## config.mk

```make
export PLATFORM = sky130hd
export DESIGN_NAME = cjd_to_cal
export DESIGN_NICKNAME = d
export VERILOG_FILES = /design/src/cjd_pkg.sv /design/src/cjd_to_cal.sv
export SDC_FILE = /design/constraint.sdc
export NUM_CORES = 2
export LEC_CHECK = 0
export BUFFER_PORTS_ARGS = -buffer_cell sky130_fd_sc_hd__buf_2
export CORE_MARGIN = 4
export CORE_UTILIZATION = 65
export DETAILED_ROUTE_END_ITERATION = 10
export GPL_ROUTABILITY_DRIVEN = 0
export PLACE_DENSITY = 0.82
export SLEW_MARGIN = 10
export SYNTH_ARGS = -nofsm -noshare
export SYNTH_HDL_FRONTEND = slang
export SYNTH_SLANG_ARGS = --single-unit
```

## constraint.sdc

```tcl
create_clock -name clk_i -period 13 [get_ports clk_i]
set_clock_uncertainty 0.05 [all_clocks]
set_input_delay 1.3 -clock clk_i [delete_from_list [all_inputs] [get_ports clk_i]]
set_output_delay 1.3 -clock clk_i [all_outputs]
set_load 0.1 [all_outputs]
```

## src/cjd_pkg.sv

```systemverilog
`default_nettype none
// ----------------------------------------------------------------------------
// cjd_pkg
// Shared types, timing constants, reciprocal constants and small lookup
// functions for the calendar / Julian day converter.
// ----------------------------------------------------------------------------
package cjd_pkg;

  // Time base
  localparam logic [63:0] TICKS_PER_SECOND = 64'd1000000;
  localparam logic [63:0] MIN_TICKS        = 64'd60 * TICKS_PER_SECOND;
  localparam logic [63:0] HOUR_TICKS       = 64'd3600 * TICKS_PER_SECOND;
  localparam logic [63:0] DAY_TICKS        = 64'd86400 * TICKS_PER_SECOND;
  localparam logic [63:0] HALF_DAY_TICKS   = 64'd43200 * TICKS_PER_SECOND;
  // seconds above 59.9999 round up
  localparam logic [63:0] ROUND_LIM        = (64'd599999 * TICKS_PER_SECOND) / 64'd10000;

  // First accepted Julian day number (1801-01-01 starts in its second half)
  localparam logic [24:0] JD_FIRST = 25'd2378861;

  // Pipeline depth shared by both datapaths
  localparam int NSTG = 18;

  // Action codes
  localparam logic ACT_TO_JD  = 1'b0;
  localparam logic ACT_TO_CAL = 1'b1;

  // Reciprocals for constant division: q0 = (x * K) >> N, then one correction
  localparam int          HN   = 37;
  localparam logic [63:0] KH   = (64'd1 << HN) / HOUR_TICKS;
  localparam int          KH_W = $clog2(KH + 64'd1);
  localparam int          MN   = 32;
  localparam logic [63:0] KM   = (64'd1 << MN) / MIN_TICKS;
  localparam int          KM_W = $clog2(KM + 64'd1);
  localparam int          NN   = 28;
  localparam logic [63:0] KN   = (64'd1 << NN) / 64'd146097;
  localparam int          KN_W = $clog2(KN + 64'd1);
  localparam int          YN   = 28;
  localparam logic [63:0] KY   = (64'd1 << YN) / 64'd1461001;
  localparam int          KY_W = $clog2(KY + 64'd1);
  localparam int          CN   = 17;
  localparam logic [63:0] KC   = (64'd1 << CN) / 64'd100;
  localparam int          KC_W = $clog2(KC + 64'd1);

  typedef struct packed {
    logic        action;
    logic [15:0] year;
    logic [3:0]  month;
    logic [4:0]  day;
    logic [4:0]  hour;
    logic [5:0]  minute;
    logic [25:0] second_ticks;
    logic [24:0] jd_whole;
    logic [36:0] jd_fraction;
  } cjd_in_t;

  typedef struct packed {
    logic        valid_res;
    logic [16:0] out_year;
    logic [3:0]  out_month;
    logic [4:0]  out_day;
    logic [4:0]  out_hour;
    logic [5:0]  out_minute;
    logic [25:0] out_second;
    logic [24:0] out_jd_whole;
    logic [36:0] out_jd_fraction;
  } cjd_out_t;

  // 367 * (m - 2 + 12a) / 12 for m = 1..12
  function automatic logic [8:0] doy_base(input logic [3:0] m);
    logic [8:0] r;
    case (m)
      4'd1:    r = 9'd336;
      4'd2:    r = 9'd367;
      4'd3:    r = 9'd30;
      4'd4:    r = 9'd61;
      4'd5:    r = 9'd91;
      4'd6:    r = 9'd122;
      4'd7:    r = 9'd152;
      4'd8:    r = 9'd183;
      4'd9:    r = 9'd214;
      4'd10:   r = 9'd244;
      4'd11:   r = 9'd275;
      4'd12:   r = 9'd305;
      default: r = 9'd0;
    endcase
    return r;
  endfunction

  // 2447 * m / 80
  function automatic logic [9:0] mon_start(input logic [3:0] m);
    logic [9:0] r;
    case (m)
      4'd1:    r = 10'd30;
      4'd2:    r = 10'd61;
      4'd3:    r = 10'd91;
      4'd4:    r = 10'd122;
      4'd5:    r = 10'd152;
      4'd6:    r = 10'd183;
      4'd7:    r = 10'd214;
      4'd8:    r = 10'd244;
      4'd9:    r = 10'd275;
      4'd10:   r = 10'd305;
      4'd11:   r = 10'd336;
      4'd12:   r = 10'd367;
      4'd13:   r = 10'd397;
      default: r = 10'd0;
    endcase
    return r;
  endfunction

  // 80 * l / 2447 for the small range of l seen here
  function automatic logic [3:0] month_of(input logic [9:0] l);
    logic [3:0] r;
    if      (l >= 10'd398) r = 4'd13;
    else if (l >= 10'd368) r = 4'd12;
    else if (l >= 10'd337) r = 4'd11;
    else if (l >= 10'd306) r = 4'd10;
    else if (l >= 10'd276) r = 4'd9;
    else if (l >= 10'd245) r = 4'd8;
    else if (l >= 10'd215) r = 4'd7;
    else if (l >= 10'd184) r = 4'd6;
    else if (l >= 10'd153) r = 4'd5;
    else if (l >= 10'd123) r = 4'd4;
    else if (l >= 10'd92)  r = 4'd3;
    else if (l >= 10'd62)  r = 4'd2;
    else if (l >= 10'd31)  r = 4'd1;
    else                   r = 4'd0;
    return r;
  endfunction

endpackage
`default_nettype wire

```

## src/cjd_to_cal.sv

```systemverilog
`default_nettype none
// ----------------------------------------------------------------------------
// cjd_to_cal
// Julian day to calendar datapath: time of day split, seconds round-up,
// then the integer date formulas, one constant division per few stages.
// Output is zero unless valid.
// ----------------------------------------------------------------------------
module cjd_to_cal (
  input  logic                       clk_i,
  input  logic [cjd_pkg::NSTG-1:0]   en_i,
  input  cjd_pkg::cjd_in_t           in_i,
  output cjd_pkg::cjd_out_t          res_o
);

  localparam int HN_P = cjd_pkg::HN;
  localparam int MN_P = cjd_pkg::MN;
  localparam int NN_P = cjd_pkg::NN;
  localparam int YN_P = cjd_pkg::YN;
  localparam int PH_W = HN_P + cjd_pkg::KH_W;
  localparam int PM_W = MN_P + cjd_pkg::KM_W;
  localparam int PN_W = NN_P + cjd_pkg::KN_W;
  localparam int PY_W = YN_P + cjd_pkg::KY_W;

  typedef struct packed {
    logic        ok;
    logic [24:0] jw;
    logic [36:0] jf;
    logic [4:0]  hour;
    logic [5:0]  minute;
    logic [25:0] second;
  } keep_t;

  keep_t keep_q  [0:cjd_pkg::NSTG-2];
  keep_t keep_nx [1:cjd_pkg::NSTG-2];
  keep_t keep_d0;

  logic [36:0]     t0_d, t0_q, t1_q, t2_q;
  logic [PH_W-1:0] ph1_q;
  logic [4:0]      hq2, hq2_q, h3_d;
  logic [37:0]     hp2_q, rh3;
  logic [31:0]     r3_d, r3_q, r4_q, r5_q, rm6;
  logic [PM_W-1:0] pm4_q;
  logic [5:0]      mq5, mq5_q, mi6_d;
  logic [31:0]     mp5_q;
  logic [25:0]     lx7_d, lx7_q, lx8_q, lx9_q;
  logic            day_carry7;
  logic [PN_W-1:0] pn8_q;
  logic [9:0]      nq9, nq9_q, nx10_d, nx10_q;
  logic [27:0]     np9_q, rn10;
  logic [15:0]     lx2_10_q, lx2_11_q, lx2_12_q, lx2_13_q, lx2_14_q;
  logic [27:0]     x11_q, x12_q, x13_q, ry14;
  logic [16:0]     cy11_q, cy12_q, cy13_q, cy14_q, cy15_q, cy16_q;
  logic [PY_W-1:0] py12_q;
  logic [6:0]      yq13, yq13_q, y14_q, y15_q, y16_q;
  logic [27:0]     yp13_q;
  logic [17:0]     q15;
  logic [9:0]      lx3_15_q, lx3_16_q;
  logic [3:0]      m16_q;
  cjd_pkg::cjd_out_t res_d, res_q;

  // stage 0: range check and shift of the fraction to midnight
  always_comb begin
    logic [37:0] tsh;
    tsh = {1'b0, in_i.jd_fraction} + 38'(cjd_pkg::HALF_DAY_TICKS);
    t0_d = (tsh >= 38'(cjd_pkg::DAY_TICKS)) ?
           37'(tsh - 38'(cjd_pkg::DAY_TICKS)) : tsh[36:0];
    keep_d0    = '0;
    keep_d0.ok = in_i.action == cjd_pkg::ACT_TO_CAL &&
                 in_i.jd_fraction < 37'(cjd_pkg::DAY_TICKS) &&
                 in_i.jd_whole >= cjd_pkg::JD_FIRST &&
                 !(in_i.jd_whole == cjd_pkg::JD_FIRST &&
                   in_i.jd_fraction < 37'(cjd_pkg::HALF_DAY_TICKS));
    keep_d0.jw = in_i.jd_whole;
    keep_d0.jf = in_i.jd_fraction;
  end

  assign hq2 = ph1_q[HN_P+4:HN_P];
  assign mq5 = pm4_q[MN_P+5:MN_P];
  assign nq9 = pn8_q[NN_P+9:NN_P];
  assign yq13 = py12_q[YN_P+6:YN_P];

  // hour correction
  always_comb begin
    rh3  = {1'b0, t2_q} - hp2_q;
    h3_d = hq2_q;
    r3_d = rh3[31:0];
    if (rh3 >= 38'(cjd_pkg::HOUR_TICKS)) begin
      h3_d = hq2_q + 5'd1;
      r3_d = 32'(rh3 - 38'(cjd_pkg::HOUR_TICKS));
    end
  end

  // minute correction
  always_comb begin
    rm6   = r5_q - mp5_q;
    mi6_d = mq5_q;
    if (rm6 >= 32'(cjd_pkg::MIN_TICKS)) begin
      mi6_d = mq5_q + 6'd1;
      rm6   = rm6 - 32'(cjd_pkg::MIN_TICKS);
    end
  end

  // carry of the per-item fields, with updates at hour, minute and round-up
  always_comb begin
    logic rnd, rmi;
    for (int k = 1; k < cjd_pkg::NSTG - 1; k++) begin
      keep_nx[k] = keep_q[k-1];
    end
    keep_nx[3].hour   = h3_d;
    keep_nx[6].minute = mi6_d;
    keep_nx[6].second = rm6[25:0];
    // round-up past 59.9999 s; a carry out of the day moves the date by one
    rnd        = keep_q[6].second > 26'(cjd_pkg::ROUND_LIM);
    rmi        = rnd && keep_q[6].minute == 6'd59;
    day_carry7 = rmi && keep_q[6].hour == 5'd23;
    if (rnd) begin
      keep_nx[7].second = '0;
      keep_nx[7].minute = rmi ? 6'd0 : keep_q[6].minute + 6'd1;
    end
    if (rmi) begin
      keep_nx[7].hour = day_carry7 ? 5'd0 : keep_q[6].hour + 5'd1;
    end
    lx7_d = 26'(keep_q[6].jw) + 26'(keep_q[6].hour < 5'd12) + 26'(day_carry7)
            + 26'd68569;
  end

  // 4*lx / 146097 correction; lx - (146097*n + 3)/4 equals remainder / 4
  always_comb begin
    rn10   = {lx9_q, 2'b00} - np9_q;
    nx10_d = nq9_q;
    if (rn10 >= 28'd146097) begin
      nx10_d = nq9_q + 10'd1;
      rn10   = rn10 - 28'd146097;
    end
  end

  assign ry14 = x13_q - yp13_q;
  assign q15  = 18'(y14_q) * 18'd1461;

  always_comb begin
    logic        carry;
    logic [16:0] yr;
    logic [3:0]  mo;
    logic [9:0]  dd;
    carry = m16_q >= 4'd11;
    mo    = 4'(m16_q + 4'd2 - (carry ? 4'd12 : 4'd0));
    dd    = lx3_16_q - cjd_pkg::mon_start(m16_q);
    yr    = cy16_q + 17'(y16_q) + 17'(carry);
    res_d = '0;
    if (keep_q[16].ok) begin
      res_d.valid_res       = 1'b1;
      res_d.out_year        = yr;
      res_d.out_month       = mo;
      res_d.out_day         = dd[4:0];
      res_d.out_hour        = keep_q[16].hour;
      res_d.out_minute      = keep_q[16].minute;
      res_d.out_second      = keep_q[16].second;
      res_d.out_jd_whole    = keep_q[16].jw;
      res_d.out_jd_fraction = keep_q[16].jf;
    end
  end

  always_ff @(posedge clk_i) begin
    if (en_i[0]) begin
      keep_q[0] <= keep_d0;
      t0_q      <= t0_d;
    end
    for (int k = 1; k < cjd_pkg::NSTG - 1; k++) begin
      if (en_i[k]) begin
        keep_q[k] <= keep_nx[k];
      end
    end
    if (en_i[1]) begin
      t1_q  <= t0_q;
      ph1_q <= PH_W'(t0_q) * PH_W'(cjd_pkg::KH);
    end
    if (en_i[2]) begin
      t2_q  <= t1_q;
      hq2_q <= hq2;
      hp2_q <= 38'(hq2) * 38'(cjd_pkg::HOUR_TICKS);
    end
    if (en_i[3]) begin
      r3_q <= r3_d;
    end
    if (en_i[4]) begin
      r4_q  <= r3_q;
      pm4_q <= PM_W'(r3_q) * PM_W'(cjd_pkg::KM);
    end
    if (en_i[5]) begin
      r5_q  <= r4_q;
      mq5_q <= mq5;
      mp5_q <= 32'(mq5) * 32'(cjd_pkg::MIN_TICKS);
    end
    if (en_i[7]) begin
      lx7_q <= lx7_d;
    end
    if (en_i[8]) begin
      lx8_q <= lx7_q;
      pn8_q <= PN_W'({lx7_q, 2'b00}) * PN_W'(cjd_pkg::KN);
    end
    if (en_i[9]) begin
      lx9_q <= lx8_q;
      nq9_q <= nq9;
      np9_q <= 28'(nq9) * 28'd146097;
    end
    if (en_i[10]) begin
      nx10_q   <= nx10_d;
      lx2_10_q <= rn10[17:2];
    end
    if (en_i[11]) begin
      x11_q    <= 28'(17'(lx2_10_q) + 17'd1) * 28'd4000;
      cy11_q   <= 17'(nx10_q - 10'd49) * 17'd100;
      lx2_11_q <= lx2_10_q;
    end
    if (en_i[12]) begin
      py12_q   <= PY_W'(x11_q) * PY_W'(cjd_pkg::KY);
      x12_q    <= x11_q;
      lx2_12_q <= lx2_11_q;
      cy12_q   <= cy11_q;
    end
    if (en_i[13]) begin
      yq13_q   <= yq13;
      yp13_q   <= 28'(yq13) * 28'd1461001;
      x13_q    <= x12_q;
      lx2_13_q <= lx2_12_q;
      cy13_q   <= cy12_q;
    end
    if (en_i[14]) begin
      y14_q    <= (ry14 >= 28'd1461001) ? yq13_q + 7'd1 : yq13_q;
      lx2_14_q <= lx2_13_q;
      cy14_q   <= cy13_q;
    end
    if (en_i[15]) begin
      lx3_15_q <= 10'(17'(lx2_14_q) + 17'd31 - 17'(q15 >> 2));
      y15_q    <= y14_q;
      cy15_q   <= cy14_q;
    end
    if (en_i[16]) begin
      m16_q    <= cjd_pkg::month_of(lx3_15_q);
      lx3_16_q <= lx3_15_q;
      y16_q    <= y15_q;
      cy16_q   <= cy15_q;
    end
    if (en_i[17]) begin
      res_q <= res_d;
    end
  end

  assign res_o = res_q;

endmodule
`default_nettype wire

```

==> flow_summary.json <==
{
  "min_period_ns": 6.81,
  "regToRegSetupSlack_ns": 6.19,
  "yosys_register_bits": 2247,
  "die_h_um": 413,
  "synth.most_common_cell": "edfxtp_1",
  "worst_pin_slew_ns": 0.982,
  "post_cts_resize_count": 0,
  "die_w_um": 413,
  "grt_use_met1": 0.312,
  "synth_top_family_by_area": "adder cells",
  "dr.first_iter.drc_count": 4797,
  "grtUsageTotal": 0.234,
  "overflow": 0,
  "synthTopCellsByCount": "2247 x edfxtp_1, 1160 x inv_1, 872 x ha_1, 428 x fa_1, 287 x xnor2_1",
  "synth-compound-area-share": 0.0538,
  "status": "completed",
  "grt_max_degree": 120,
  "clockBufferDepth": 3,
  "crit_fanout": 6,
  "die_area_um2": 170000,
  "post-route-period-util": 0.524,
  "cp-end-kind": "flop",
  "async_flop_share": 0,
  "fin_nets": 8916,
  "busiest_layer": "met2",
  "hold_slack_ns": 0.314,
  "dr_total_vias": 55900,
  "synthSimpleGateAreaFrac": 0.0487,
  "post_cts_buffers": 0,
  "rows": 148,
  "fp.coreArea_um2": 163000,
  "synth_xor_area_frac": 0.0354,
  "numCtsBuffers": 212,
  "synth_fa_ha_area_frac": 0.183,
  "crit_type": "flop to flop",
  "timing.hold.worst_endpoint": "keep_q[0][455]",
  "start_util": 0.654,
  "drive_gt1_frac": 0.0827,
  "synth_ff_type": "edfxtp_1",
  "grt_setup_unrepaired": "false",
  "synth_fp_nets": 8525,
  "r2r-start": "lx7_q[10]",
  "synthDominantCellAreaShare": 0.634,
  "netlist_area_um2": 106000,
  "cts.clk_slew.worst_paths_ns": 0.07,
  "synth_warnings": 0,
  "dpl.hpwl_um": 130000,
  "reg2reg_depth": 22,
  "wirelength_um": 195000,
  "fmax_mhz": 147,
  "drc": 0,
  "hold_viol_final": 0,
  "final_antenna_net_count": 0,
  "setup_tns_ns": 0,
  "hold_path_depth": 0,
  "postCtsHoldBufs": 0,
  "ys_types": 81,
  "synth_edf_count": 2247,
  "hold_class": "flop to flop",
  "use_met2": 0.394,
  "port_buffers": 207,
  "htree_levels": 4,
  "clock-sinks": 2247,
  "io_pins": 270,
  "relSlewSlack": 0.345,
  "cts_tree": "done",
  "met3_usage": 0.0388,
  "antenna_found_initial": 10,
  "rr_endpoint": "pn8_q[37]",
  "grt_pass1_wl_um": 311000,
  "worstHoldStart": "keep_q[0][355]",
  "vias_per_cell": 5.68,
  "drv_slew": 0,
  "drv_cap": 0,
  "arrival_ns": 7.29,
  "finalSetupViolCount": 0,
  "netlist_instances": 7081,
  "grt_pass1_vias": 58200,
  "synth_area_leaders": "edfxtp_1 63%, ha_1 10%, fa_1 8.0%, inv_1 4.1%, xnor2_1 2.4%",
  "first_pass_iters": 6,
  "synthToLayoutAreaGrowth_pct": 10.7,
  "post-synth-top-area-cell": "edfxtp_1",
  "cts-root-buf": "clkbuf_16",
  "syn_area_per_cell_um2": 15.0,
  "wl_per_cell_um": 19.8,
  "synth-seq-area-share": 0.634,
  "cp.required_ns": 13.48,
  "muxShareOfSynthArea": 0.00220,
  "start_kind": "flop",
  "clk_latency_ns": 0.84
}
[registers in the layout, summed over array words and instances, names as in the netlist, 25 cells and up]
| name | flops |
|---|---|
| t2_q | 37 |
| lx8_q | 26 |
| res_o | 126 |
| lx9_q | 26 |
| r5_q | 32 |
| t1_q | 37 |
| t0_q | 37 |
| r4_q | 32 |
| lx7_q | 26 |
| r3_q | 32 |
| keep_q | 1419 |
| yp13_q | 25 |
[through the flow]
| stage | std cells | util | setup WS (ns) | area [um2] |
|---|---|---|---|---|
| floorplan | 7081 | - | 6.93 | 106000 |
| global placement | 9433 | 0.678 | 6.37 | 110000 |
| detailed placement | 9433 | 0.678 | 6.28 | 110000 |
| CTS | 9831 | 0.724 | 6.15 | 118000 |
| global route | 9831 | 0.724 | 5.82 | 118000 |
| finish | 9832 | 0.724 | 6.19 | 118000 |
[critical path, stage by stage, from the launching register on]
cell and delay (ns):
edfxtp_1 0.56, inv_1 0.22, fa_1 0.57, inv_1 0.05, fa_1 0.50, inv_1 0.07
fa_1 0.54, fa_1 0.53, fa_1 0.55, inv_1 0.04, ha_1 0.30, a21o_1 0.18
a21o_1 0.17, a211o_1 0.28, a21o_1 0.17, a21o_1 0.18, a32oi_1 0.33, a31oi_1 0.23
and4_1 0.27, nor3_1 0.32, o21bai_1 0.14, a21oi_1 0.19, xnor2_1 0.09
[how the worst max path moves through the flow]
stage	end	slack, ns	cells after the start	from
2_1_floorplan	pn8_q[37]	6.93	22	lx7_q[10]
3_3_place_gp	pn8_q[37]	6.37	22	lx7_q[10]
5_1_grt	pn8_q[37]	5.82	22	lx7_q[10]
3_5_place_dp	pn8_q[37]	6.28	22	lx7_q[10]
6_report	pn8_q[37]	6.19	22	lx7_q[10]
4_1_cts	pn8_q[37]	6.15	22	lx7_q[10]
[kinds of logic (layout without fill, tap and decap cells)]
family                   after synthesis  in the layout
flip-flops                          2247           2247
adder cells (fa/ha/maj)             1301           1301
buffers and inverters               1219           1794
AND/OR/NAND/NOR                      995            995
AO/OA/AOI/OAI                        866            866
XOR/XNOR                             431            431
multiplexers                          22             22
other                                  0              1
[cells in the final DEF (no fill, tap or decap), types with 34 or more instances in the layout]
master	synthesis	final
edfxtp_1	2247	2247
inv_1	1160	1160
ha_1	872	872
fa_1	428	428
xnor2_1	287	287
a21oi_1	247	247
nor2_1	221	221
clkbuf_16	0	213
buf_2	7	189
nand2_1	161	161
xor2_1	144	144
and2_1	134	134
o21ai_0	133	133
a21o_1	100	100
nand3_1	91	91
nor3_1	82	81
nor2b_1	72	72
o21bai_1	60	60
o21a_1	51	51
clkinv_1	0	38
bufinv_16	0	38
buf_4	0	38
a31oi_1	36	36
and3_1	34	34
nand4_1	34	34
[metal layers]
| metal | up-vias | share of wire |
|---|---|---|
| met5 | - | 0.000072 |
| li1 | 25900 | - |
| met1 | 27400 | 0.40 |
| met2 | 2048 | 0.49 |
| met3 | 516 | 0.069 |
| met4 | 2 | 0.036 |
[layout make-up]
cell class | count | area [um2]
fillers | 9549 | 44900
multi-input cells | 3615 | 34400
clock inverters | 158 | 2100
clock buffers | 240 | 5430
flip-flops and latches | 2247 | 67500
diodes | 1 | 2.50
repair buffers | 236 | 1330
well taps | 2175 | 2720
inverters | 1160 | 4350
Power is left out: the tool's default activity adds up to more than one toggle a clock period on the data nets, which glitch-free logic cannot reach.
