File: config.mk
export PLATFORM = sky130hd
export DESIGN_NAME = cjd_to_jd
export DESIGN_NICKNAME = d
export VERILOG_FILES = /design/src/cjd_pkg.sv /design/src/cjd_to_jd.sv
export SDC_FILE = /design/constraint.sdc
export NUM_CORES = 2
export LEC_CHECK = 0
export ABC_AREA = 0
export BUFFER_PORTS_ARGS = -buffer_cell sky130_fd_sc_hd__buf_2
export CORE_ASPECT_RATIO = 0.5
export CORE_UTILIZATION = 35
export DETAILED_ROUTE_END_ITERATION = 7
export HOLD_SLACK_MARGIN = 0.03
export PLACE_DENSITY_LB_ADDON = 0.05
export SKIP_CTS_REPAIR_TIMING = 1
export SLEW_MARGIN = 0
export SYNTH_ARGS = -nofsm -noshare
export SYNTH_HDL_FRONTEND = slang
export SYNTH_SLANG_ARGS = --single-unit
File: constraint.sdc
create_clock -name clk_i -period 9.5 [get_ports clk_i]
set_input_delay 1.425 -clock clk_i [delete_from_list [all_inputs] [get_ports clk_i]]
set_output_delay 1.425 -clock clk_i [all_outputs]
set_load 0.01 [all_outputs]
File: src/cjd_pkg.sv
`default_nettype none
// ----------------------------------------------------------------------------
// cjd_pkg
// Shared types, timing constants, reciprocal constants and small lookup
// functions for the calendar / Julian day converter.
// ----------------------------------------------------------------------------
package cjd_pkg;

  // Time base
  localparam logic [63:0] TICKS_PER_SECOND = 64'd1000000;
  localparam logic [63:0] MIN_TICKS        = 64'd60 * TICKS_PER_SECOND;
  localparam logic [63:0] HOUR_TICKS       = 64'd3600 * TICKS_PER_SECOND;
  localparam logic [63:0] DAY_TICKS        = 64'd86400 * TICKS_PER_SECOND;
  localparam logic [63:0] HALF_DAY_TICKS   = 64'd43200 * TICKS_PER_SECOND;
  // seconds above 59.9999 round up
  localparam logic [63:0] ROUND_LIM        = (64'd599999 * TICKS_PER_SECOND) / 64'd10000;

  // First accepted Julian day number (1801-01-01 starts in its second half)
  localparam logic [24:0] JD_FIRST = 25'd2378861;

  // Pipeline depth shared by both datapaths
  localparam int NSTG = 18;

  // Action codes
  localparam logic ACT_TO_JD  = 1'b0;
  localparam logic ACT_TO_CAL = 1'b1;

  // Reciprocals for constant division: q0 = (x * K) >> N, then one correction
  localparam int          HN   = 37;
  localparam logic [63:0] KH   = (64'd1 << HN) / HOUR_TICKS;
  localparam int          KH_W = $clog2(KH + 64'd1);
  localparam int          MN   = 32;
  localparam logic [63:0] KM   = (64'd1 << MN) / MIN_TICKS;
  localparam int          KM_W = $clog2(KM + 64'd1);
  localparam int          NN   = 28;
  localparam logic [63:0] KN   = (64'd1 << NN) / 64'd146097;
  localparam int          KN_W = $clog2(KN + 64'd1);
  localparam int          YN   = 28;
  localparam logic [63:0] KY   = (64'd1 << YN) / 64'd1461001;
  localparam int          KY_W = $clog2(KY + 64'd1);
  localparam int          CN   = 17;
  localparam logic [63:0] KC   = (64'd1 << CN) / 64'd100;
  localparam int          KC_W = $clog2(KC + 64'd1);

  typedef struct packed {
    logic        action;
    logic [15:0] year;
    logic [3:0]  month;
    logic [4:0]  day;
    logic [4:0]  hour;
    logic [5:0]  minute;
    logic [25:0] second_ticks;
    logic [24:0] jd_whole;
    logic [36:0] jd_fraction;
  } cjd_in_t;

  typedef struct packed {
    logic        valid_res;
    logic [16:0] out_year;
    logic [3:0]  out_month;
    logic [4:0]  out_day;
    logic [4:0]  out_hour;
    logic [5:0]  out_minute;
    logic [25:0] out_second;
    logic [24:0] out_jd_whole;
    logic [36:0] out_jd_fraction;
  } cjd_out_t;

  // 367 * (m - 2 + 12a) / 12 for m = 1..12
  function automatic logic [8:0] doy_base(input logic [3:0] m);
    logic [8:0] r;
    case (m)
      4'd1:    r = 9'd336;
      4'd2:    r = 9'd367;
      4'd3:    r = 9'd30;
      4'd4:    r = 9'd61;
      4'd5:    r = 9'd91;
      4'd6:    r = 9'd122;
      4'd7:    r = 9'd152;
      4'd8:    r = 9'd183;
      4'd9:    r = 9'd214;
      4'd10:   r = 9'd244;
      4'd11:   r = 9'd275;
      4'd12:   r = 9'd305;
      default: r = 9'd0;
    endcase
    return r;
  endfunction

  // 2447 * m / 80
  function automatic logic [9:0] mon_start(input logic [3:0] m);
    logic [9:0] r;
    case (m)
      4'd1:    r = 10'd30;
      4'd2:    r = 10'd61;
      4'd3:    r = 10'd91;
      4'd4:    r = 10'd122;
      4'd5:    r = 10'd152;
      4'd6:    r = 10'd183;
      4'd7:    r = 10'd214;
      4'd8:    r = 10'd244;
      4'd9:    r = 10'd275;
      4'd10:   r = 10'd305;
      4'd11:   r = 10'd336;
      4'd12:   r = 10'd367;
      4'd13:   r = 10'd397;
      default: r = 10'd0;
    endcase
    return r;
  endfunction

  // 80 * l / 2447 for the small range of l seen here
  function automatic logic [3:0] month_of(input logic [9:0] l);
    logic [3:0] r;
    if      (l >= 10'd398) r = 4'd13;
    else if (l >= 10'd368) r = 4'd12;
    else if (l >= 10'd337) r = 4'd11;
    else if (l >= 10'd306) r = 4'd10;
    else if (l >= 10'd276) r = 4'd9;
    else if (l >= 10'd245) r = 4'd8;
    else if (l >= 10'd215) r = 4'd7;
    else if (l >= 10'd184) r = 4'd6;
    else if (l >= 10'd153) r = 4'd5;
    else if (l >= 10'd123) r = 4'd4;
    else if (l >= 10'd92)  r = 4'd3;
    else if (l >= 10'd62)  r = 4'd2;
    else if (l >= 10'd31)  r = 4'd1;
    else                   r = 4'd0;
    return r;
  endfunction

endpackage
`default_nettype wire

File: src/cjd_to_jd.sv
`default_nettype none
// ----------------------------------------------------------------------------
// cjd_to_jd
// Calendar date/time to Julian day datapath. Five working stages, then a
// delay line up to the shared pipeline depth. Output is zero unless valid.
// ----------------------------------------------------------------------------
module cjd_to_jd (
  input  logic                       clk_i,
  input  logic [cjd_pkg::NSTG-1:0]   en_i,
  input  cjd_pkg::cjd_in_t           in_i,
  output cjd_pkg::cjd_out_t          res_o
);

  localparam int CN_P = cjd_pkg::CN;
  localparam int KC_P = cjd_pkg::KC_W;

  typedef struct packed {
    logic        ok;
    logic [15:0] year;
    logic [3:0]  month;
    logic [4:0]  day;
    logic [4:0]  hour;
    logic [5:0]  minute;
    logic [25:0] second;
  } dt_t;

  dt_t keep_q [0:3];
  dt_t keep_d0, keep_d3;
  logic e0_q, e0_d;

  // stage 1
  logic [16:0]          u1, v1;
  logic [16:0]          v1_q;
  logic [CN_P+KC_P-1:0] pv1_q, py1_q;
  logic [26:0]          a1_q;
  logic [36:0]          th1_q;
  logic [31:0]          tm1_q;
  // stage 2
  logic [9:0]  vq2, yq2, vq2_q, yq2_q;
  logic [16:0] vp2_q, yp2_q, v2_q;
  logic [26:0] a2_q;
  logic [36:0] ts2_q;
  // stage 3
  logic [16:0] vr3, yr3;
  logic [9:0]  yqc3, c3_q;
  logic        leap3, neg3_q;
  logic [36:0] t3_d, t3_q;
  logic [26:0] a3_q;
  // stage 4 and delay
  logic [26:0]       jd4;
  cjd_pkg::cjd_out_t res4_d;
  cjd_pkg::cjd_out_t res_q [4:cjd_pkg::NSTG-1];

  always_comb begin
    logic thirty;
    thirty = in_i.month == 4'd4 || in_i.month == 4'd6 ||
             in_i.month == 4'd9 || in_i.month == 4'd11;
    keep_d0.ok     = in_i.action == cjd_pkg::ACT_TO_JD &&
                     in_i.month >= 4'd1 && in_i.month <= 4'd12 &&
                     in_i.day >= 5'd1 && !(thirty && in_i.day > 5'd30) &&
                     in_i.hour <= 5'd23 && in_i.minute <= 6'd59 &&
                     in_i.second_ticks < 26'(cjd_pkg::MIN_TICKS) &&
                     in_i.year >= 16'd1801;
    keep_d0.year   = in_i.year;
    keep_d0.month  = in_i.month;
    keep_d0.day    = in_i.day;
    keep_d0.hour   = in_i.hour;
    keep_d0.minute = in_i.minute;
    keep_d0.second = in_i.second_ticks;
    e0_d           = in_i.month <= 4'd2;
  end

  assign u1 = 17'(keep_q[0].year) + 17'd4800 - 17'(e0_q);
  assign v1 = 17'(keep_q[0].year) + 17'd4900 - 17'(e0_q);

  assign vq2 = pv1_q[CN_P+9:CN_P];
  assign yq2 = py1_q[CN_P+9:CN_P];

  // century terms with remainder correction, leap year, noon shift
  always_comb begin
    logic feb_bad;
    vr3  = v2_q - vp2_q;
    yr3  = 17'(keep_q[2].year) - yp2_q;
    yqc3 = yq2_q;
    if (yr3 >= 17'd100) begin
      yr3  = yr3 - 17'd100;
      yqc3 = yq2_q + 10'd1;
    end
    leap3 = (keep_q[2].year[1:0] == 2'b00 && yr3 != 17'd0) ||
            (yr3 == 17'd0 && yqc3[1:0] == 2'b00);
    feb_bad = keep_q[2].month == 4'd2 &&
              keep_q[2].day > (leap3 ? 5'd29 : 5'd28);
    keep_d3    = keep_q[2];
    keep_d3.ok = keep_q[2].ok && !feb_bad;
    if (ts2_q >= 37'(cjd_pkg::HALF_DAY_TICKS)) begin
      t3_d = ts2_q - 37'(cjd_pkg::HALF_DAY_TICKS);
    end else begin
      t3_d = ts2_q + 37'(cjd_pkg::HALF_DAY_TICKS);
    end
  end

  always_comb begin
    jd4 = 27'(keep_q[3].day) + 27'(a3_q >> 2) + 27'(cjd_pkg::doy_base(keep_q[3].month))
          - 27'((12'(c3_q) * 12'd3) >> 2) - 27'd32075 - 27'(neg3_q);
    res4_d = '0;
    if (keep_q[3].ok) begin
      res4_d.valid_res       = 1'b1;
      res4_d.out_year        = 17'(keep_q[3].year);
      res4_d.out_month       = keep_q[3].month;
      res4_d.out_day         = keep_q[3].day;
      res4_d.out_hour        = keep_q[3].hour;
      res4_d.out_minute      = keep_q[3].minute;
      res4_d.out_second      = keep_q[3].second;
      res4_d.out_jd_whole    = jd4[24:0];
      res4_d.out_jd_fraction = t3_q;
    end
  end

  always_ff @(posedge clk_i) begin
    if (en_i[0]) begin
      keep_q[0] <= keep_d0;
      e0_q      <= e0_d;
    end
    if (en_i[1]) begin
      keep_q[1] <= keep_q[0];
      v1_q      <= v1;
      pv1_q     <= (CN_P+KC_P)'(v1) * (CN_P+KC_P)'(cjd_pkg::KC);
      py1_q     <= (CN_P+KC_P)'(keep_q[0].year) * (CN_P+KC_P)'(cjd_pkg::KC);
      a1_q      <= 27'(u1) * 27'd1461;
      th1_q     <= 37'(keep_q[0].hour) * 37'(cjd_pkg::HOUR_TICKS);
      tm1_q     <= 32'(keep_q[0].minute) * 32'(cjd_pkg::MIN_TICKS);
    end
    if (en_i[2]) begin
      keep_q[2] <= keep_q[1];
      vq2_q     <= vq2;
      yq2_q     <= yq2;
      vp2_q     <= 17'(vq2) * 17'd100;
      yp2_q     <= 17'(yq2) * 17'd100;
      v2_q      <= v1_q;
      a2_q      <= a1_q;
      ts2_q     <= th1_q + 37'(tm1_q) + 37'(keep_q[1].second);
    end
    if (en_i[3]) begin
      keep_q[3] <= keep_d3;
      c3_q      <= (vr3 >= 17'd100) ? vq2_q + 10'd1 : vq2_q;
      t3_q      <= t3_d;
      neg3_q    <= ts2_q < 37'(cjd_pkg::HALF_DAY_TICKS);
      a3_q      <= a2_q;
    end
    if (en_i[4]) begin
      res_q[4] <= res4_d;
    end
    for (int k = 5; k < cjd_pkg::NSTG; k++) begin
      if (en_i[k]) begin
        res_q[k] <= res_q[k-1];
      end
    end
  end

  assign res_o = res_q[cjd_pkg::NSTG-1];

endmodule
`default_nettype wire

==> impl_metrics.py <==
metrics = {
    "floorplanning": {
        "fp.dieH_um": 358,
        "placement_rows": 130,
        "core_region_area_mm2": 0.252,
        "start_util_pct": 35.3,
        "design.die.area_mm2": 0.256,
        "ios": 270,
        "chipWidth_um": 715,
    },
    "drt": {
        "vias": 38500,
        "detail_route.iter0.violations": 2240,
        "ant_nets": 0,
        "top_layer": "met4",
        "wl_met3_um": 5540,
        "wl_met1_um": 83900,
        "wl_met2_um": 67100,
        "dr.pass1.iters": 5,
        "vias_per_cell": 4.36,
        "wl_per_cell_um": 18.1,
        "route.detailed.drc": 0,
        "route.final.wire_length_um": 160000,
    },
    "synth": {
        "number_of_synthesized_flops_with_an_enable_pin": 2169,
        "number_of_distinct_library_cell_variants_in_the_gate_level_netlist_after_synthesis": 77,
        "ys_seq_area_share_pct": 73.3,
        "synthArstFlopShare_pct": 0,
        "yosysWarningCount": 0,
        "synth.cell_area_mm2": 0.0889,
        "syn-num-nets": 5993,
        "synthesis.area_per_instance_um2": 17.7,
        "synth.ff_latch_count": 2169,
        "postSynth.topFlopCell": "sky130_fd_sc_hd__edfxtp_1",
        "synthesis.instances": 5026,
    },
    "worst_setup_path": {
        "cpPeakStageDelay_ns": 0.56,
        "reg2reg_setup_slack_ns": 0.95,
        "cp_data_arrival_time_ns": 9.10,
        "r2r_cells": 30,
        "path_common_cell": "sky130_fd_sc_hd__inv_1",
        "worst_r2r_endpoint": "a1_q[26]$_DFFE_PP_",
        "critical_path.endpoint_type": "flop",
        "cpMaxStageDelayCell": "sky130_fd_sc_hd__edfxtp_1",
        "critical_path.startpoint_type": "flop",
        "critical_path_required_ns": 10.05,
        "critical_path_peak_fanout": 6,
        "crit_type": "reg -> reg",
        "r2r-start": "keep_q[0][46]$_DFFE_PP_",
    },
    "timing": {
        "worst_clock_skew_ns": 0.0812,
        "timing.max_slew.rel_slack_pct": 32.8,
        "timing_hold_violations_final": 0,
        "achievable-frequency_ghz": 0.117,
        "grt_setup_unrepaired": "no",
        "period_share_pct": 90.0,
        "setup_viol_count_final": 0,
        "fin_setup_tns_ns": 0,
        "worst_slew_pin_slew_ns": 1.01,
        "timing.final.max_slew_violations": 0,
        "final_min_period_ns": 8.55,
    },
    "cts": {
        "cts_inserted_buffers": 200,
        "cts_root_buf": "sky130_fd_sc_hd__clkbuf_16",
        "cts.sink_count": 2169,
        "worstSkewPairLatency_ns": 0.85,
        "clk_pin_slew_worst_paths_ns": 0.07,
        "cts_tree": "built",
        "cts_htree_levels": 4,
        "cts_max_path_buffers": 4,
    },
    "place": {
        "place.detailed.hpwl_um": 112000,
        "number_of_port_buffers": 206,
        "globalplace.congestion": 0.810,
    },
    "finish": {
        "finalNetCount": 6289,
        "insertedDiodeCount": 0,
        "layout-drive-gt1-share_pct": 10.5,
        "areaGrowthSynthToFinish_pct": 12.5,
    },
    "global_routing": {
        "vias_in_the_first_global_route": 40900,
        "grt_start_max_net_pins": 96,
        "grt_antenna_before_repair": 11,
        "globalRoute.totalOverflow": 0,
        "grt_first_pass_wirelength_um": 249000,
        "track_usage_pct": 12.5,
    },
    "hold_path": {
        "min_delay_worst_endpoint": "res_q[0][719]$_DFFE_PP_",
        "worstHoldPathCells": 0,
        "worst_min_delay_path_class": "reg -> reg",
        "timing.hold.worst.start": "res_q[0][593]$_SDFFCE_PN0P_",
    },
    "run": {
        "max_cap_violations": 0,
    },
    "outcome": {
        "run_status": "complete, no violations",
    },
}
flip-flops by register name, summed over array words and instances, names as in the netlist, 11 cells and up:
name    cells
t3_q       37
vp2_q      12
tm1_q      24
keep_q    231
res_q    1638
a2_q       25
a1_q       25
yp2_q      14
a3_q       25
v1_q       15
v2_q       15
ts2_q      37
py1_q      11
th1_q      27
area by class of cell:
cell class / instances / area [um^2]
clock buffers: 232 / 5190
inverters: 516 / 1940
flip-flops and latches: 2169 / 65100
multi-input cells: 2183 / 20700
well taps: 3366 / 4210
repair buffers: 252 / 1430
clock inverters: 121 / 1320
fillers: 22800 / 152000
placed cells by master (no fill, tap or decap), types with 8 or more instances in the layout:
master and count:
sky130_fd_sc_hd__o22ai_1 9, sky130_fd_sc_hd__ha_1 597, sky130_fd_sc_hd__nor2_1 144, sky130_fd_sc_hd__nand2_1 88, sky130_fd_sc_hd__nor3b_1 9, sky130_fd_sc_hd__fa_1 226, sky130_fd_sc_hd__a31oi_1 23, sky130_fd_sc_hd__o21ai_0 82
sky130_fd_sc_hd__buf_2 188, sky130_fd_sc_hd__nand3_1 37, sky130_fd_sc_hd__nor4_1 8, sky130_fd_sc_hd__and2_1 98, sky130_fd_sc_hd__clkinv_2 29, sky130_fd_sc_hd__and3_1 25, sky130_fd_sc_hd__o2111ai_1 8, sky130_fd_sc_hd__nor3_1 51
sky130_fd_sc_hd__clkbuf_1 29, sky130_fd_sc_hd__a21oi_1 158, sky130_fd_sc_hd__clkinvlp_4 10, sky130_fd_sc_hd__bufinv_16 26, sky130_fd_sc_hd__edfxtp_1 2169, sky130_fd_sc_hd__clkinv_1 41, sky130_fd_sc_hd__a21o_1 52, sky130_fd_sc_hd__o211ai_1 13
sky130_fd_sc_hd__o21a_1 30, sky130_fd_sc_hd__mux2i_1 10, sky130_fd_sc_hd__a211oi_1 19, sky130_fd_sc_hd__nand2b_1 29, sky130_fd_sc_hd__nor2b_1 25, sky130_fd_sc_hd__or2_2 16, sky130_fd_sc_hd__clkbuf_16 203, sky130_fd_sc_hd__o21bai_1 37
sky130_fd_sc_hd__inv_1 516, sky130_fd_sc_hd__buf_4 62, sky130_fd_sc_hd__nand4_1 10, sky130_fd_sc_hd__xor2_1 66, sky130_fd_sc_hd__or3_1 16, sky130_fd_sc_hd__o31ai_1 12, sky130_fd_sc_hd__xnor2_1 173
worst max-delay path by stage:
stage,start,to,slack (ns),cells after the start
final,keep_q[0][46]$_DFFE_PP_,a1_q[26]$_DFFE_PP_,0.95,30
after global routing,keep_q[0][46]$_DFFE_PP_,a1_q[26]$_DFFE_PP_,0.23,30
after CTS,keep_q[0][46]$_DFFE_PP_,a1_q[26]$_DFFE_PP_,0.85,30
after detailed placement,keep_q[0][46]$_DFFE_PP_,a1_q[26]$_DFFE_PP_,0.90,30
after global placement,keep_q[0][46]$_DFFE_PP_,a1_q[26]$_DFFE_PP_,0.98,30
after floorplan,keep_q[0][46]$_DFFE_PP_,a1_q[26]$_DFFE_PP_,2.00,30
cells in the mapped netlist, types with 5 or more instances:
master | n | area (um^2)
sky130_fd_sc_hd__edfxtp_1 | 2169 | 65100
sky130_fd_sc_hd__ha_1 | 597 | 7470
sky130_fd_sc_hd__inv_1 | 516 | 1940
sky130_fd_sc_hd__fa_1 | 226 | 4520
sky130_fd_sc_hd__xnor2_1 | 173 | 1520
sky130_fd_sc_hd__a21oi_1 | 158 | 791
sky130_fd_sc_hd__nor2_1 | 144 | 541
sky130_fd_sc_hd__buf_4 | 126 | 946
sky130_fd_sc_hd__and2_1 | 98 | 613
sky130_fd_sc_hd__nand2_1 | 88 | 330
sky130_fd_sc_hd__o21ai_0 | 82 | 410
sky130_fd_sc_hd__xor2_1 | 66 | 578
sky130_fd_sc_hd__a21o_1 | 52 | 390
sky130_fd_sc_hd__nor3_1 | 51 | 255
sky130_fd_sc_hd__nand3_1 | 37 | 185
sky130_fd_sc_hd__o21bai_1 | 37 | 278
sky130_fd_sc_hd__o21a_1 | 30 | 225
sky130_fd_sc_hd__nand2b_1 | 29 | 181
sky130_fd_sc_hd__clkbuf_1 | 28 | 105
sky130_fd_sc_hd__and3_1 | 25 | 156
sky130_fd_sc_hd__nor2b_1 | 25 | 156
sky130_fd_sc_hd__a31oi_1 | 23 | 144
sky130_fd_sc_hd__a211oi_1 | 20 | 150
sky130_fd_sc_hd__or2_2 | 16 | 100
sky130_fd_sc_hd__or3_1 | 16 | 100
sky130_fd_sc_hd__o211ai_1 | 13 | 97.6
sky130_fd_sc_hd__o31ai_1 | 12 | 90.1
sky130_fd_sc_hd__mux2i_1 | 10 | 100
sky130_fd_sc_hd__nand4_1 | 10 | 62.6
sky130_fd_sc_hd__nor3b_1 | 9 | 67.6
sky130_fd_sc_hd__o22ai_1 | 9 | 56.3
sky130_fd_sc_hd__nor4_1 | 8 | 50.1
sky130_fd_sc_hd__o2111ai_1 | 8 | 70.1
sky130_fd_sc_hd__a211o_1 | 7 | 61.3
sky130_fd_sc_hd__a21boi_0 | 7 | 52.6
sky130_fd_sc_hd__or4_1 | 7 | 52.6
sky130_fd_sc_hd__a2111oi_0 | 6 | 52.6
sky130_fd_sc_hd__a221oi_1 | 6 | 52.6
sky130_fd_sc_hd__a41oi_1 | 6 | 52.6
sky130_fd_sc_hd__nand3b_1 | 6 | 45.0
sky130_fd_sc_hd__o31a_1 | 6 | 52.6
sky130_fd_sc_hd__o41ai_1 | 5 | 43.8
worst max-delay path, delay by kind of cell (launching register included):
| kind | cells | cell delay [ns] |
|---|---|---|
| buffers and inverters | 6 | 0.47 |
| AO/OA/AOI/OAI | 11 | 2.79 |
| XOR/XNOR | 2 | 0.50 |
| adder cells (fa/ha/maj) | 9 | 3.42 |
| flip-flops | 1 | 0.56 |
| AND/OR/NAND/NOR | 2 | 0.58 |
routing by layer:
layer | up-vias | track usage (%)
met1 | 18700 | 18.9
li1 | 19000 | -
met3 | 244 | 2.10
met5 | - | 0
met2 | 547 | 18.8
met4 | 0 | 2.98
metrics by stage:
step           hold WS [ns]  std cells  setup slack, ns  util [%]  area, um^2
6_report              0.342       8839            0.949      39.7       99900
3_5_place_dp          0.405       8486            0.899      37.1       93400
4_1_cts               0.337       8839            0.848      39.7       99900
2_1_floorplan         0.400       5026             2.00         -       88900
3_3_place_gp          0.403       8486            0.982      37.1       93400
5_1_grt               0.352       8839            0.233      39.7       99900
cell families after synthesis:
family          share of synthesized area (%)
buf+inv                                  3.42
flops                                    73.3
mux                                     0.163
compound gates                           3.83
xor+xnor                                 2.38
fa+ha+maj                                13.5
simple gates                             3.42
other cells                           0.00422
Power is not shown: default switching activity piles up to over one toggle a cycle in this logic, so the estimate is an artifact.
